===== src/ljfa_ram.sv =====
// Generic single-write, single-read RAM with registered read data.
module ljfa_ram #(
  parameter int WIDTH = 8,
  parameter int DEPTH = 16
) (
  input  logic                     clk,
  input  logic                     we,
  input  logic [$clog2(DEPTH)-1:0] waddr,
  input  logic [WIDTH-1:0]         wdata,
  input  logic [$clog2(DEPTH)-1:0] raddr,
  output logic [WIDTH-1:0]         rdata
);

  logic [WIDTH-1:0] mem [DEPTH];

  always_ff @(posedge clk) begin
    if (we) begin
      mem[waddr] <= wdata;
    end
    rdata <= mem[raddr];
  end

endmodule


===== config.mk =====
export PLATFORM = sky130hd
export DESIGN_NAME = ljfa_ram
export DESIGN_NICKNAME = d
export VERILOG_FILES = /design/src/ljfa_ram.sv
export SDC_FILE = /design/constraint.sdc
export NUM_CORES = 1
export LEC_CHECK = 0
export BUFFER_PORTS_ARGS = -buffer_cell sky130_fd_sc_hd__buf_2
export CAP_MARGIN = 10
export CORE_ASPECT_RATIO = 1.25
export CORE_MARGIN = 1
export CORE_UTILIZATION = 60
export CTS_CLUSTER_SIZE = 24
export DETAILED_ROUTE_END_ITERATION = 12
export HOLD_SLACK_MARGIN = 0.06
export PLACE_DENSITY = 0.84
export SLEW_MARGIN = 25
export SYNTH_ARGS = -nofsm -noshare
export SYNTH_HDL_FRONTEND = slang
export SYNTH_SLANG_ARGS = --single-unit

===== constraint.sdc =====
create_clock -name clk -period 2.56 [get_ports clk]
set_input_delay 0.512 -clock clk [delete_from_list [all_inputs] [get_ports clk]]
set_output_delay 0.512 -clock clk [all_outputs]
set_load 0.1 [all_outputs]

Word-level counts from Yosys, hierarchy flattened:

Memory sizes are Yosys's and may differ from the RTL's. A register that Yosys moved wholly into a read port is not among the register bits.
Cells that the tools add are included.

* muxes and demuxes: 2

Operators by type and width (count)
* 2-to-1 mux 1 bit: 2

* memories: 1
* register bits after elaboration: 0
* logic and storage cells: 3
* input port bits: 18
* memory bits (writable): 128

Memories
* mem: depth 16, width 8, rd ports 1, clocked after memory_dff 1, write ports 1, RTL line 14 `logic [WIDTH-1:0] mem [DEPTH];`

Depth between registers and ports, before layout:

* depth in word-level cells: 2
* gate-level depth with buffers: 5
* gate-level depth less buffers: 3

Worst setup path after synthesis:

No wires, ideal clock.

* path type: in2reg
* start point: input port waddr[2]
* end point: memory mem[0][0], enable pin
* arrival time: 1.622 ns
* slack: 0.555 ns
* library setup time: 0.383 ns
* stages: 2
* cells stage by stage: or3b_2 nor3_1

RTL lines
* from (decl): RTL line 8 `input logic [$clog2(DEPTH)-1:0] waddr,`
* to (decl): RTL line 14

Straight into the memory's write port.

Worst setup path in the final report:

* start point: register rdata[7], read port of mem
* end point: output port rdata[7]

RTL lines
* from (decl): RTL line 11 `output logic [WIDTH-1:0] rdata`

No word-level cell between the ends.

==> impl_metrics.tcl <==
set metrics [dict create \
    dp_hpwl_um 6100 \
    clkTransAtPathRegs_ns 0.06 \
    clock_latency_ns 0.52 \
    finalCritPeriodShare_pct 69.6 \
    fmax_ghz 0.561 \
    p_leak_nw 2.08 \
    cts_setup_buffers 0 \
    path_delay_family "buffers and inverters" \
    synth_cells 229 \
    finalHoldViolations 0 \
    portBuffers 25 \
    critical_path.cell_chain "buf_2" \
    ys.warnings.count 0 \
    die_h_um 106 \
    required_ns 2.05 \
    syn_avg_cell_area_um2 22.5 \
    dr.pass1.iters 9 \
    rsz0062_at_grt "false" \
    slew_violations 0 \
    grt_usage_pct 24.4 \
    fin_tns_setup_ns 0 \
    cts.repair.resized 0 \
    tightest_slew_ns 0.641 \
    slew_headroom_pct 57.1 \
    p_sw_share_pct 21.4 \
    ys_types 19 \
    drt_iter0_drc 252 \
    ys_ff_latch 136 \
    fin_worst_skew_ns 0.00608 \
    worst_slack_ns 0.779 \
    grt_pass1_vias 2614 \
    nets 301 \
    cp-end-kind "primary output" \
    p_seq_share_pct 48.5 \
    initial_core_util_pct 62.1 \
    cap_violations 0 \
    drive_gt1_share_pct 31.8 \
    period_needed_ns 1.78 \
    path_buf_inv 1 \
    synth_nets 247 \
    outcome "finished with violations" \
    clkPwrFrac_pct 45.0 \
    ctsRootBufferMaster "clkbuf_8" \
    vdd_ir_drop_max_mv 0.651 \
    ant_nets 0 \
    antenna_found_initial 0 \
    detail_route.wl_per_cell_um 24.6 \
    setup_viol 0 \
    dr_total_vias 2510 \
    grt_max_degree 19 \
    cts_tree "built" \
    cp-start-kind "register" \
    cp_data_arrival_time_ns 1.27 \
    grt_pass1_wl_um 14700 \
    cts_buffers 17 \
    htree_levels 4 \
    cts.sinks 136 \
    drc 2 \
    die_area_um2 8960 \
    p_int_mw 4.05 \
    violations "DRC" \
    core-area_um2 8290 \
    drt_wl_total_um 9680 \
    crit_type "reg2out" \
    power_density_nw_per_um2 850 \
    die_x_um 84.8 \
    ctsHoldBuffers 0 \
    gp_congestion 0.732 \
    critPathMaxFanout 1 \
    syn_area_um2 5150 \
    io_pins 26 \
    crit_path_top_delay_cell "buf_2" \
    diodes 0 \
    preCtsSetupSlack_ns 0.485 \
    area_growth_pct 17.8 \
    hold_path.class "in2reg" \
    rows 37 \
    combPwrFrac_pct 6.5 \
    p_switching_mw 1.11 \
    placed_area_um2 5480 \
    viasPerCell 6.39 \
    gr-total-overflow 0 \
    cts_buffer_depth 2 \
    post-route-cell-area_um2 6070 \
    ys_seq_area_share_pct 77.8 \
    critPathMaxStageDelay_ns 0.42 \
]
[cells by family (layout without fill, tap and decap cells)]
family	count (synthesis)	after routing	share of synthesized area, %
flops	136	136	77.8
simple gates	35	35	3.18
buf+inv	10	77	1.68
mux	32	32	15.0
compound gates	16	16	2.33
[path summary, 6_finish.rpt]
path | cells past startpoint | start | to | slack [ns]
worst max-delay path | 1 | rdata[7] | rdata[7] | 0.78
worst max register to register | 3 | mem[1][2] | rdata[2] | 1.20
worst min register to register | 3 | mem[14][0] | rdata[0] | 0.67
worst min-delay path | 1 | wdata[6] | mem[2][6] | 0.38
[flip-flops by register name, summed over array words and instances, names as in the netlist]
register / flops
mem: 128
rdata: 8
[area by class of cell]
type / instances / area, um2
Tap cell: 97 / 121
Sequential cell: 136 / 4000
Fill cell: 443 / 2220
Clock inverter: 10 / 120
Multi-Input combinational cell: 83 / 1060
Clock buffer: 22 / 463
Timing Repair Buffer: 45 / 300
[power groups by stage]
| stage | clock (mW) | combinational, mW | sequential (mW) |
|---|---|---|---|
| after CTS | 2.35 | 0.338 | 2.50 |
| after global placement | 0 | 0.327 | 2.55 |
| after detailed placement | 0 | 0.335 | 2.55 |
| final | 2.32 | 0.335 | 2.50 |
| after global routing | 2.44 | 0.353 | 2.51 |
| after floorplan | 0 | 0.126 | 2.65 |
[cells in the mapped netlist, drive strengths merged]
master / number / share of area (%)
and2: 1 / 0.12
nand2: 9 / 0.66
nor2b: 1 / 0.12
clkdlybuf4s25: 3 / 0.58
nand2b: 2 / 0.24
nor3: 4 / 0.39
or3b: 1 / 0.17
a22oi: 16 / 2.3
nand3: 1 / 0.097
edfxtp: 128 / 75
nand3b: 2 / 0.29
and2b: 1 / 0.15
mux4: 32 / 15
nor2: 13 / 0.95
buf: 7 / 1.1
dfxtp: 8 / 3.1
[layout by cell type, fill, tap and decap left out, types with 4 or more instances in the layout]
cell	n
edfxtp_1	128
buf_2	25
mux4_2	18
buf_4	18
a22oi_1	16
clkbuf_16	16
mux4_1	14
nor2_1	13
nand2_1	9
dfxtp_1	8
clkinvlp_4	5
nor3_1	4
clkbuf_8	4
[stage by stage]
step	cells	utilization, %	hold WS (ns)	total power [mW]
3_3_place_gp	361	66.2	0.642	2.87
6_report	393	73.2	0.375	5.16
5_1_grt	393	73.2	0.360	5.30
4_1_cts	393	73.2	0.347	5.20
2_1_floorplan	229	-	0.611	2.78
3_5_place_dp	361	66.2	0.657	2.89
[per-layer routing]
metal  vias up  GRT usage [%]  share of wire, %
li1       1083              -                 -
met1      1281           31.5                39
met2       123           39.1                52
met3        23           7.20               6.3
met4         0           10.5               2.3
met5         -              0                 0
No activity file was read; power rests on OpenSTA's default activity.
